--- config.mk ---
export PLATFORM = sky130hd
export DESIGN_NAME = laser_sector_minimum_core
export DESIGN_NICKNAME = d
export VERILOG_FILES = /design/src/hdl/lsm_pkg.sv /design/src/hdl/laser_sector_minimum_core.sv /design/src/hdl/lsm_bounds.sv /design/src/hdl/lsm_angle.sv /design/src/hdl/lsm_tracker.sv
export SDC_FILE = /design/constraint.sdc
export NUM_CORES = 2
export LEC_CHECK = 0
export BUFFER_PORTS_ARGS = -buffer_cell sky130_fd_sc_hd__buf_2
export CORE_MARGIN = 8
export CORE_UTILIZATION = 55
export CTS_CLUSTER_DIAMETER = 60
export DETAILED_ROUTE_END_ITERATION = 10
export PLACE_DENSITY = 0.76
export SLEW_MARGIN = 25
export SYNTH_ARGS = -nofsm -noshare
export SYNTH_HDL_FRONTEND = slang
export SYNTH_SLANG_ARGS = --single-unit
--- constraint.sdc ---
create_clock -name clk_i -period 20.1 [get_ports clk_i]
set_input_delay 2.01 -clock clk_i [delete_from_list [all_inputs] [get_ports clk_i]]
set_output_delay 2.01 -clock clk_i [all_outputs]
set_load 0.005 [all_outputs]
--- src/hdl/lsm_pkg.sv ---
// Shared types, constants and codes for the laser sector minimum block.
// No dependencies; every other file in hdl/ imports this package.
package lsm_pkg;

  // Default sizing of the top level
  localparam int LSM_MAX_SAMPLES = 1024;
  localparam int LSM_RANGE_BITS  = 16;

  // Fixed field widths
  localparam int RANGE_W = 16;   // range_sample field
  localparam int FRONT_W = 17;   // front_distance field
  localparam int START_W = 20;   // start_angle register
  localparam int STEP_W  = 17;   // angle_step register
  localparam int WIDTH_W = 19;   // sector_width register
  localparam int CFG_W   = 20;   // widest register
  localparam int BND_W   = 21;   // signed sector bound
  localparam int NSECT   = 5;
  localparam int NEAR_LIMIT = 30;

  // Angles in Q4.16 radians
  localparam logic signed [BND_W-1:0] Q_PI_4  = 21'sd51472;
  localparam logic signed [BND_W-1:0] Q_PI_2  = 21'sd102944;
  localparam logic signed [BND_W-1:0] Q_3PI_2 = 21'sd308831;
  localparam logic signed [BND_W-1:0] Q_7PI_4 = 21'sd360303;
  localparam logic signed [BND_W-1:0] Q_2PI   = 21'sd411775;

  // Sector centres: front, front left, front right, left, right
  localparam logic signed [BND_W-1:0] SECT_CENTRE [NSECT] =
    '{21'sd0, Q_PI_4, Q_7PI_4, Q_PI_2, Q_3PI_2};

  // Register indexes
  typedef enum logic [1:0] {
    CFG_START_ANGLE  = 2'd0,
    CFG_ANGLE_STEP   = 2'd1,
    CFG_SECTOR_WIDTH = 2'd2
  } cfg_idx_e;

  localparam logic signed [START_W-1:0] START_RST = '0;
  localparam logic [STEP_W-1:0]         STEP_RST  = 17'd1144;
  localparam logic [WIDTH_W-1:0]        WIDTH_RST = 19'd32768;

  // One sector window
  typedef struct packed {
    logic signed [BND_W-1:0] lo;
    logic signed [BND_W-1:0] hi;
  } bound_t;

  typedef bound_t [NSECT-1:0] bounds_t;

  // Per-sample flags carried from the angle stage to the tracker
  typedef struct packed {
    logic last;   // final sample of the scan
    logic near;   // sample index below NEAR_LIMIT
  } smp_flags_t;

endpackage

--- src/hdl/laser_sector_minimum_core.sv ---
// Laser sector minimum: top level with configuration registers and stream ports.
// Depends on lsm_pkg, lsm_bounds, lsm_angle, lsm_tracker.
//
//  channel    | direction | beat contents
//  -----------+-----------+-----------------------------------------------------
//  s_axis     | in        | one range sample; tlast marks the final sample
//  m_axis     | out       | five sector minima and empty flags, once per scan
//  cfg        | in        | register write: start_angle, angle_step, sector_width
//
// One sample per cycle is accepted while no last beat waits on a stalled
// result. The last sample passes the input register (angle multiply-add), then
// the sector compare and minimum update into the result register.
// Reset clears the sample index, sector state and both valid flags.
// A stalled result only holds back the input when a further last beat must
// load it; ordinary samples keep flowing.
module laser_sector_minimum_core #(
  parameter int MAX_SAMPLES = lsm_pkg::LSM_MAX_SAMPLES,
  parameter int RANGE_BITS  = lsm_pkg::LSM_RANGE_BITS
) (
  input  logic                        clk_i,
  input  logic                        rst_ni,
  input  logic                        cfg_we_i,
  input  logic [1:0]                  cfg_idx_i,
  input  logic [lsm_pkg::CFG_W-1:0]   cfg_data_i,
  input  logic                        s_axis_tvalid,
  output logic                        s_axis_tready,
  input  logic [15:0]                 s_axis_tdata,  // [15:0] range_sample
  input  logic                        s_axis_tlast,
  output logic                        m_axis_tvalid,
  input  logic                        m_axis_tready,
  // [16:0] front_distance, [32:17] front_left_distance,
  // [48:33] front_right_distance, [64:49] left_distance,
  // [80:65] right_distance, [85:81] empty_sectors, [87:86] zero
  output logic [87:0]                 m_axis_tdata
);
  import lsm_pkg::*;

  localparam int RW    = (RANGE_BITS < RANGE_W) ? RANGE_BITS : RANGE_W;
  localparam int ANG_W = $clog2(MAX_SAMPLES) + STEP_W + 2;

  logic signed [START_W-1:0] start_q;
  logic [STEP_W-1:0]         step_q;
  logic [WIDTH_W-1:0]        width_q;
  bounds_t                   bounds;
  logic                      b_valid, b_advance;
  logic signed [ANG_W-1:0]   b_angle;
  logic [RW-1:0]             b_range;
  smp_flags_t                b_flags;
  logic [FRONT_W-1:0]        front;
  logic [RANGE_W-1:0]        front_left, front_right, left_d, right_d;
  logic [NSECT-1:0]          empty;

  // Configuration registers
  always_ff @(posedge clk_i or negedge rst_ni) begin
    if (!rst_ni) begin
      start_q <= START_RST;
      step_q  <= STEP_RST;
      width_q <= WIDTH_RST;
    end else if (cfg_we_i) begin
      case (cfg_idx_e'(cfg_idx_i))
        CFG_START_ANGLE:  start_q <= $signed(cfg_data_i[START_W-1:0]);
        CFG_ANGLE_STEP:   step_q  <= cfg_data_i[STEP_W-1:0];
        CFG_SECTOR_WIDTH: width_q <= cfg_data_i[WIDTH_W-1:0];
        default: ;
      endcase
    end
  end

  lsm_bounds u_bounds (
    .clk_i          (clk_i),
    .sector_width_i (width_q),
    .bounds_o       (bounds)
  );

  lsm_angle #(
    .MAX_SAMPLES (MAX_SAMPLES),
    .RW          (RW),
    .ANG_W       (ANG_W)
  ) u_angle (
    .clk_i         (clk_i),
    .rst_ni        (rst_ni),
    .start_angle_i (start_q),
    .angle_step_i  (step_q),
    .s_valid_i     (s_axis_tvalid),
    .s_range_i     (s_axis_tdata),
    .s_last_i      (s_axis_tlast),
    .s_ready_o     (s_axis_tready),
    .b_valid_o     (b_valid),
    .b_angle_o     (b_angle),
    .b_range_o     (b_range),
    .b_flags_o     (b_flags),
    .b_advance_i   (b_advance)
  );

  lsm_tracker #(
    .RW    (RW),
    .ANG_W (ANG_W)
  ) u_tracker (
    .clk_i           (clk_i),
    .rst_ni          (rst_ni),
    .bounds_i        (bounds),
    .b_valid_i       (b_valid),
    .b_angle_i       (b_angle),
    .b_range_i       (b_range),
    .b_flags_i       (b_flags),
    .b_advance_o     (b_advance),
    .m_valid_o       (m_axis_tvalid),
    .m_ready_i       (m_axis_tready),
    .m_front_o       (front),
    .m_front_left_o  (front_left),
    .m_front_right_o (front_right),
    .m_left_o        (left_d),
    .m_right_o       (right_d),
    .m_empty_o       (empty)
  );

  assign m_axis_tdata = {2'b00, empty, right_d, left_d, front_right, front_left, front};

endmodule

--- src/hdl/lsm_bounds.sv ---
// Sector window bounds, registered from the sector_width register.
// Depends on lsm_pkg.
module lsm_bounds (
  input  logic                          clk_i,
  input  logic [lsm_pkg::WIDTH_W-1:0]   sector_width_i,
  output lsm_pkg::bounds_t              bounds_o
);
  import lsm_pkg::*;

  bounds_t                 bounds_d, bounds_q;
  logic signed [BND_W-1:0] half;
  logic signed [BND_W-1:0] lo, hi;

  // Wrap negative bounds by 2pi; clip the bounds of every sector to the front half
  always_comb begin
    half = $signed({3'b000, sector_width_i[WIDTH_W-1:1]});
    bounds_d = '0;
    for (int j = 0; j < NSECT; j++) begin
      lo = SECT_CENTRE[j] - half;
      hi = SECT_CENTRE[j] + half;
      if (lo < 0) begin
        lo = lo + Q_2PI;
      end else if (lo > Q_PI_2 && lo < Q_3PI_2) begin
        lo = Q_3PI_2;
      end
      if (hi < 0) begin
        hi = hi + Q_2PI;
      end else if (hi > Q_PI_2 && hi < Q_3PI_2) begin
        hi = Q_PI_2;
      end
      bounds_d[j].lo = lo;
      bounds_d[j].hi = hi;
    end
  end

  // Payload register, follows configuration in the next cycle
  always_ff @(posedge clk_i) begin
    bounds_q <= bounds_d;
  end

  assign bounds_o = bounds_q;

endmodule

--- src/hdl/lsm_angle.sv ---
// Input stage: sample index counter, angle multiply-add and input register.
// Depends on lsm_pkg.
module lsm_angle #(
  parameter int MAX_SAMPLES = lsm_pkg::LSM_MAX_SAMPLES,
  parameter int RW          = lsm_pkg::LSM_RANGE_BITS,
  parameter int ANG_W       = $clog2(MAX_SAMPLES) + lsm_pkg::STEP_W + 2
) (
  input  logic                                 clk_i,
  input  logic                                 rst_ni,
  input  logic signed [lsm_pkg::START_W-1:0]   start_angle_i,
  input  logic [lsm_pkg::STEP_W-1:0]           angle_step_i,
  input  logic                                 s_valid_i,
  input  logic [lsm_pkg::RANGE_W-1:0]          s_range_i,
  input  logic                                 s_last_i,
  output logic                                 s_ready_o,
  output logic                                 b_valid_o,
  output logic signed [ANG_W-1:0]              b_angle_o,
  output logic [RW-1:0]                        b_range_o,
  output lsm_pkg::smp_flags_t                  b_flags_o,
  input  logic                                 b_advance_i
);
  import lsm_pkg::*;

  localparam int IDX_W  = $clog2(MAX_SAMPLES);
  localparam int PROD_W = IDX_W + STEP_W;

  logic [IDX_W-1:0]        count_d, count_q;
  logic [PROD_W-1:0]       prod;
  logic signed [ANG_W-1:0] angle_d, angle_q;
  logic [RW-1:0]           range_q;
  smp_flags_t              flags_d, flags_q;
  logic                    valid_d, valid_q;
  logic                    s_fire;

  assign s_ready_o = !valid_q || b_advance_i;
  assign s_fire    = s_valid_i && s_ready_o;

  // Angle of this beat: start + index * step
  always_comb begin
    prod    = PROD_W'(count_q) * PROD_W'(angle_step_i);
    angle_d = ANG_W'(start_angle_i) + $signed(ANG_W'(prod));
    flags_d.last = s_last_i;
    flags_d.near = (32'(count_q) < 32'(NEAR_LIMIT));
  end

  // Index saturates; clears after the last beat of a scan
  always_comb begin
    count_d = count_q;
    if (s_fire) begin
      if (s_last_i) begin
        count_d = '0;
      end else if (count_q != IDX_W'(MAX_SAMPLES - 1)) begin
        count_d = count_q + 1'b1;
      end
    end
    valid_d = s_fire ? 1'b1 : (b_advance_i ? 1'b0 : valid_q);
  end

  always_ff @(posedge clk_i or negedge rst_ni) begin
    if (!rst_ni) begin
      count_q <= '0;
      valid_q <= 1'b0;
    end else begin
      count_q <= count_d;
      valid_q <= valid_d;
    end
  end

  // Input payload register
  always_ff @(posedge clk_i) begin
    if (s_fire) begin
      angle_q <= angle_d;
      range_q <= s_range_i[RW-1:0];
      flags_q <= flags_d;
    end
  end

  assign b_valid_o = valid_q;
  assign b_angle_o = angle_q;
  assign b_range_o = range_q;
  assign b_flags_o = flags_q;

endmodule

--- src/hdl/lsm_tracker.sv ---
// Per-sector minimum tracking and the result register.
// Depends on lsm_pkg.
module lsm_tracker #(
  parameter int RW    = lsm_pkg::LSM_RANGE_BITS,
  parameter int ANG_W = 22
) (
  input  logic                               clk_i,
  input  logic                               rst_ni,
  input  lsm_pkg::bounds_t                   bounds_i,
  input  logic                               b_valid_i,
  input  logic signed [ANG_W-1:0]            b_angle_i,
  input  logic [RW-1:0]                      b_range_i,
  input  lsm_pkg::smp_flags_t                b_flags_i,
  output logic                               b_advance_o,
  output logic                               m_valid_o,
  input  logic                               m_ready_i,
  output logic [lsm_pkg::FRONT_W-1:0]        m_front_o,
  output logic [lsm_pkg::RANGE_W-1:0]        m_front_left_o,
  output logic [lsm_pkg::RANGE_W-1:0]        m_front_right_o,
  output logic [lsm_pkg::RANGE_W-1:0]        m_left_o,
  output logic [lsm_pkg::RANGE_W-1:0]        m_right_o,
  output logic [lsm_pkg::NSECT-1:0]          m_empty_o
);
  import lsm_pkg::*;

  logic [RW-1:0]          min_q   [NSECT];
  logic [RW-1:0]          min_d   [NSECT];
  logic [NSECT-1:0]       found_q, found_d;
  logic [NSECT-1:0]       in_sec, upd;
  logic                   near_q, near_d;
  logic signed [ANG_W-1:0] lo_x, hi_x;
  logic                   out_free, load;
  logic [FRONT_W-1:0]     front_d;
  logic                   m_valid_q;
  logic [FRONT_W-1:0]     front_q;
  logic [RANGE_W-1:0]     side_q  [1:NSECT-1];
  logic [NSECT-1:0]       empty_q;

  assign out_free    = !m_valid_q || m_ready_i;
  assign b_advance_o = b_valid_i && (!b_flags_i.last || out_free);
  assign load        = b_advance_o && b_flags_i.last;

  // Window test and minimum update for each sector
  always_comb begin
    for (int j = 0; j < NSECT; j++) begin
      lo_x = ANG_W'(bounds_i[j].lo);
      hi_x = ANG_W'(bounds_i[j].hi);
      if (lo_x < hi_x) begin
        in_sec[j] = (lo_x <= b_angle_i) && (b_angle_i <= hi_x);
      end else begin
        in_sec[j] = (lo_x <= b_angle_i) || (b_angle_i <= hi_x);
      end
      upd[j]     = in_sec[j] && (!found_q[j] || b_range_i < min_q[j]);
      found_d[j] = found_q[j] || in_sec[j];
      min_d[j]   = upd[j] ? b_range_i : min_q[j];
    end
    near_d = upd[0] ? b_flags_i.near : near_q;
  end

  // Front result, negated when set near the start of the scan
  always_comb begin
    front_d = found_d[0] ? FRONT_W'(min_d[0]) : '0;
    if (near_d && found_d[0]) begin
      front_d = FRONT_W'(-front_d);
    end
  end

  // Scan state: cleared once the result is taken into the output register
  always_ff @(posedge clk_i or negedge rst_ni) begin
    if (!rst_ni) begin
      found_q   <= '0;
      near_q    <= 1'b0;
      m_valid_q <= 1'b0;
    end else begin
      if (b_advance_o) begin
        found_q <= b_flags_i.last ? '0 : found_d;
        near_q  <= b_flags_i.last ? 1'b0 : near_d;
      end
      if (load) begin
        m_valid_q <= 1'b1;
      end else if (m_ready_i) begin
        m_valid_q <= 1'b0;
      end
    end
  end

  // Minima and result payload
  always_ff @(posedge clk_i) begin
    if (b_advance_o) begin
      for (int j = 0; j < NSECT; j++) begin
        min_q[j] <= min_d[j];
      end
    end
    if (load) begin
      front_q <= front_d;
      for (int j = 1; j < NSECT; j++) begin
        side_q[j] <= found_d[j] ? RANGE_W'(min_d[j]) : '0;
      end
      empty_q <= ~found_d;
    end
  end

  assign m_valid_o       = m_valid_q;
  assign m_front_o       = front_q;
  assign m_front_left_o  = side_q[1];
  assign m_front_right_o = side_q[2];
  assign m_left_o        = side_q[3];
  assign m_right_o       = side_q[4];
  assign m_empty_o       = empty_q;

  // A new result only appears after a last beat left the input register
  a_result_from_last: assert property (@(posedge clk_i) disable iff (!rst_ni)
    $rose(m_valid_q) |-> $past(load))
    else $error("result appeared without a last beat");

  // An empty front sector reports zero distance
  a_empty_front_zero: assert property (@(posedge clk_i) disable iff (!rst_ni)
    (m_valid_q && empty_q[0]) |-> (front_q == '0))
    else $error("empty front sector with nonzero distance");

  // Scan state is clear after a result is loaded
  a_scan_cleared: assert property (@(posedge clk_i) disable iff (!rst_ni)
    load |=> (found_q == '0 && !near_q))
    else $error("sector state not cleared after scan end");

endmodule
### Word level (Yosys, flattened, before mapping)

Memory sizes are Yosys's and may differ from the RTL's.
Cells that the tools add are included.

* register bits after elaboration: 353
* bits in writable memories: 144
* bits of input ports: 44
* output and inout bits: 90
* word-level logic and storage cells: 211
* memories: 2

* add/sub/neg operators: 22
* multipliers: 1
* $lt $le $gt $ge: 51
* equality and inequality tests: 3
* muxes and demuxes: 49
* bitwise logic cells: 1
* reduce and logical (&&, ||, !) cells: 58

Memory list
* u_tracker.min_q: words 5, bits a word 16, rd ports 5, clocked after Yosys merged registers in 0, wr ports 5, line lsm_tracker.sv:26 `logic [RW-1:0] min_q [NSECT];`
* u_tracker.side_q: words 4, bits a word 16, rd ports 4, clocked after Yosys merged registers in 0, wr ports 4, line lsm_tracker.sv:36 `logic [RANGE_W-1:0] side_q [1:NSECT-1];`

Operator list (count)
* $mux W21: 19
* $mux W16: 10
* $le A21 B29 Y1: 5
* $le A29 B21 Y1: 5
* $lt A21 B21 Y1: 5
* $add A21 B20 Y21 const B: 4
* $gt A21 B18 Y1 const B: 4
* $lt A21 B1 Y1 const B: 4
* $lt A21 B20 Y1 const B: 4
* $lt A16 B16 Y1: 5
* $add A19 B20 Y21 const B: 3
* $lt A19 B20 Y1 const B: 3
* $gt A19 B18 Y1 const B: 3
* $lt A19 B1 Y1 const B: 3
* $add A20 B20 Y21 const B: 2
* $add A19 B18 Y20 const A: 2
* $gt A20 B18 Y1 const B: 2
* $lt A20 B1 Y1 const B: 2
* $lt A20 B20 Y1 const B: 2
* $sub A19 B18 Y20 const A: 2
* $add A20 B28 Y29: 1
* $mul A10 B17 Y27: 1
* $logic_and A1 B1 Y1: 24
* $add A18 B19 Y20 const B: 1
* other kinds (25): 69

### Depth between registers and ports, before layout

* word-level depth: 8
* mapped depth: 32
* depth with buffers taken out: 30

### Hierarchy

Synthesis repeated with hierarchy kept, for this count alone.

* cell total of the unflattened synthesis: 4250
* area total of the unflattened synthesis: 39917.0 um^2

By module, submodules not included
* lsm_tracker: instances 1, cells an instance 1928, area an instance 18692.9 um^2, sequential area each 5159.9 um^2
* lsm_bounds: instances 1, cells an instance 1238, area an instance 10191.0 um^2, sequential area each 3923.8 um^2
* lsm_angle: instances 1, cells an instance 961, area an instance 8854.7 um^2, sequential area each 1686.6 um^2
* laser_sector_minimum_core: instances 1, cells an instance 123, area an instance 2178.3 um^2, sequential area each 1408.9 um^2

### Worst setup path before layout

No wires, ideal clock.

* kind: flip-flop to flip-flop
* start point: register u_angle.count_q[9]
* end point: register u_angle.angle_q[27] (netlist: u_angle.b_angle_o[27]), data pin
* setup time: 269 ps
* data arrival time: 7045 ps
* data required time: 19831 ps
* slack: 12786 ps
* stages on the path, launching flop included: 28
* path buffers: 2
* clock period less this slack: 7314 ps
* cells stage by stage: dfrtp_1 > clkbuf_1 > clkbuf_1 > nand2_1 > fa_1 > fa_1 > inv_1 > fa_1 > fa_1 > inv_1 > fa_1 > inv_1 > ha_1 > a21o_1 > a21oi_1 > o31ai_1 > o311ai_0 > nand4b_1 > a21oi_1 > xnor2_1 > ha_1 > a21o_1 > a31o_2 > a221oi_1 > o211ai_1 > a41o_1 > o221ai_1 > xnor2_1

* cells in the longest elaborated chain, start to end: 2

RTL lines
* start: declaration: line lsm_angle.sv:27 `logic [IDX_W-1:0] count_d, count_q;`
* start signal: assignment: line lsm_angle.sv:64 `count_q <= count_d;`
* $mul A10 B17 Y27: line lsm_angle.sv:40 `prod = PROD_W'(count_q) * PROD_W'(angle_step_i);`
* $add A20 B28 Y29: line lsm_angle.sv:41 `angle_d = ANG_W'(start_angle_i) + $signed(ANG_W'(prod));`
* net u_angle.angle_d[27]: line lsm_angle.sv:29 `logic signed [ANG_W-1:0] angle_d, angle_q;`
* end signal: assignment: line lsm_angle.sv:72 `angle_q <= angle_d;`
* end: declaration: line lsm_angle.sv:29

The timed path passes the listed nets, and every way through them passes these cells.
A chain may end at the register's enable or synchronous reset.

### Worst setup path in the final report

* start point: register u_angle.count_q[8]
* end point: register u_angle.angle_q[27] (netlist: u_angle.b_angle_o[27]), data pin

Same word-level chain as after synthesis.

==> flow_summary.toml <==
[power_and_ir_drop]
pwr-share-clk_pct = 20.8
power.internal_mw = 3.02
combPwrFrac_pct = 48.2
power_switching_mw = 2.26
leakagePower_nw = 18.5
p_total_mw = 5.28
p_sw_share_pct = 42.8
seq_power_share_pct = 31.0
peakVddDrop_mv = 0.0872
cellPowerDensity_mw_per_mm2 = 132

[layout]
antennaDiodeCount = 0
fillers = 5640
drive_gt1_share_pct = 9.77
nets = 4617
mostFrequentLayoutCells = "ha_1, inv_1, nand2_1"
syn2layout_area_growth_pct = 9.49
final_common_cell = "ha_1"

[clock_tree]
cts_tree = "done"
clock-root-buffer = "clkbuf_16"
cts.htree.levels = 2
cts_buffer_depth = 3
path_clk_slew_ns = 0.06
clk_latency_ns = 0.68
cts_buffers = 57
cts_setup_buffers = 0
ctsResizeCount = 0
cts_sinks = 482
cts-hold-fix-buffers = 0

[synthesis]
ys_ff_latch = 482
synth_top_family_by_area = "adder cells"
yosysWarnings = 0
seq_area_frac_synth_pct = 33.2
yosys.area_share.simple_pct = 14.7
synthAdderAreaFrac_pct = 22.7
syn_inst = 3915
synth.mux.area_fraction_pct = 3.57
synth_area_sq_mm = 0.0366
synth-edff-count = 213
yosys_most_used_dff = "edfxtp_1"
synth_compound_area_share_pct = 16.1
syn_avg_cell_area_sq_um = 9.35
async_reset_ff_share_pct = 15.1
synth_xor_area_share_pct = 3.90
yosysUniqueCellTypes = 94

[worst_setup_path]
required_ns = 20.48
r2r_setup_slack_ns = 12.01
end_kind = "flip-flop"
arrival_ns = 8.47
worstPathMaxFanout = 22
critPathCapture = "u_angle.b_angle_o[27]"
start_kind = "flip-flop"
crit_start = "u_angle.count_q[8]"
cp_slowest_stage_delay_ns = 0.85
path_class = "reg2reg"
cpMostUsedCell = "fa_1"
r2r_end = "u_angle.b_angle_o[27]"
rr_worst_depth = 25
r2r_start = "u_angle.count_q[8]"
cp_slowest_cell = "dfrtp_1"

[sta]
holdWs_ns = 0.515
slew_headroom_pct = 24.5
worst_pin_slew_ns = 1.12
fin_skew_ns = 0.0799
hold_viol_final = 0
slew_violations = 0
period_share_pct = 40.2
fin_setup_tns_ns = 0
final-setup-viol-count = 0
fmax_ghz = 0.124
min_period_ns = 8.09
grt_setup_unrepaired = "no"

[route]
drt_iter0_drc = 3072
drtAntennaViolNets = 0
vias = 30160
vias_per_cell = 6.16
drt_pass1_iterations = 6
wirelength_mm = 108
wl_per_cell_um = 22.0
drc = 0

[global_route]
grt_pass1_vias = 29904
antenna_found_initial = 1
grt_pass1_wl_mm = 168
grt_util_all_layers_pct = 28.1
grt_overflow = 0
grt_max_degree = 73

[die]
die_area_sq_mm = 0.0750
core_area_sq_mm = 0.0659
die_height_um = 274
num_rows = 94
start_util_pct = 55.6
die_x_um = 274
io_pins = 134

[placed_design]
globalplace.congestion = 0.971
port-buffer-count = 131
place_hpwl_mm = 81.4

[job]
cap_violations = 0

[run_status]
status = "finished clean"

[min_path]
hp-class = "reg2reg"
critical path, delay by kind of cell (launching register included):
family	cells	cell delay, ns
buffers and inverters	3	0.14
xor gates and xnor gates	2	0.23
and+or+nand+nor	2	0.34
DFF	1	0.85
AOI/OAI and AO/OA	11	2.96
adders and majority gates	7	3.30
final cells by class:
type / count / area [sq um] / area share (%)
clock inverter: 39 / 474 / 1.18
multi-input combinational: 2872 / 22300 / 55.7
clock buffer: 69 / 1540 / 3.85
tap: 864 / 1080 / 2.70
timing repair buffer: 175 / 992 / 2.48
sequential: 482 / 12200 / 30.3
inverter: 396 / 1490 / 3.71
cell families (layout without fill, tap and decap cells):
logic type      Yosys count  after routing
simple gates           1075           1075
mux                     123            123
compound gates          912            912
other cells               1              6
flops                   482            482
xor+xnor                163            163
buf+inv                 566            679
fa+ha+maj               593            593
per-layer routing:
layer / track usage [%] / up-vias / wire [um]
met4: 13.1 / 0 / 5600
met3: 4.76 / 340 / 8750
met2: 46.7 / 1349 / 50600
li1: - / 14005 / -
met1: 35.6 / 14466 / 42800
met5: 0 / - / 0
power by group through the flow:
stage	Sequential, mW	Clock, mW	Combinational [mW]
after detailed placement	1.65	0	2.47
after CTS	1.63	1.11	2.50
after floorplan	1.53	0	1.82
after global placement	1.64	0	2.41
after global routing	1.67	1.15	2.83
final	1.64	1.10	2.54
flip-flops by register name (all words and copies together) (netlist names):
name and count:
u_tracker.side_q 64, u_tracker.min_q 80, u_tracker.m_front_o 17, u_angle.b_range_o 16, u_angle.b_valid_o 1, u_bounds.bounds_o 196
step_q 17, u_angle.b_flags_o 2, u_tracker.m_valid_o 1, u_tracker.m_empty_o 5, u_tracker.found_q 5, width_q 18
u_angle.count_q 10, u_tracker.near_q 1, start_q 20, u_angle.b_angle_o 29
cells in the mapped netlist (37+ instances only):
| library cell | instances | share of area (%) |
|---|---|---|
| mux2i_1 | 62 | 1.7 |
| mux2_2 | 61 | 1.9 |
| a21o_1 | 120 | 2.5 |
| xnor2_1 | 131 | 3.1 |
| nand4_1 | 69 | 1.2 |
| and2_1 | 102 | 1.7 |
| o31ai_1 | 42 | 0.86 |
| dfrtp_1 | 67 | 4.6 |
| o21a_1 | 50 | 1.0 |
| nand3_1 | 96 | 1.3 |
| nor3_1 | 65 | 0.89 |
| o21ai_0 | 225 | 3.1 |
| fa_1 | 119 | 6.5 |
| nand2b_1 | 47 | 0.80 |
| clkbuf_1 | 139 | 1.4 |
| dfxtp_1 | 196 | 11 |
| inv_1 | 387 | 4.0 |
| nor2b_1 | 37 | 0.63 |
| edfxtp_1 | 213 | 17 |
| ha_1 | 470 | 16 |
| nor2_1 | 206 | 2.1 |
| a21oi_1 | 215 | 2.9 |
| nand2_1 | 315 | 3.2 |
per-stage QoR:
| step | setup WS [ns] | cells | utilization (%) | area, sq um |
|---|---|---|---|---|
| 6_report | 12.01 | 4897 | 60.8 | 40100 |
| 5_1_grt | 11.50 | 4897 | 60.8 | 40100 |
| 4_1_cts | 12.06 | 4896 | 60.8 | 40000 |
| 3_5_place_dp | 12.08 | 4788 | 57.7 | 38000 |
| 3_3_place_gp | 12.19 | 4788 | 57.7 | 38000 |
| 2_1_floorplan | 12.79 | 3920 | - | 36600 |
worst min path at each step:
stage / cells past startpoint / to / startpoint / slack, ns
2_1_floorplan: 1 / u_tracker.near_q / u_angle.b_flags_o[1] / 0.47
3_3_place_gp: 1 / width_q[8] / width_q[8] / 0.49
3_5_place_dp: 1 / start_q[2] / start_q[2] / 0.50
4_1_cts: 1 / start_q[2] / start_q[2] / 0.52
5_1_grt: 1 / start_q[13] / start_q[13] / 0.54
6_report: 1 / width_q[16] / width_q[16] / 0.51
(Power assumes the default switching activity.)
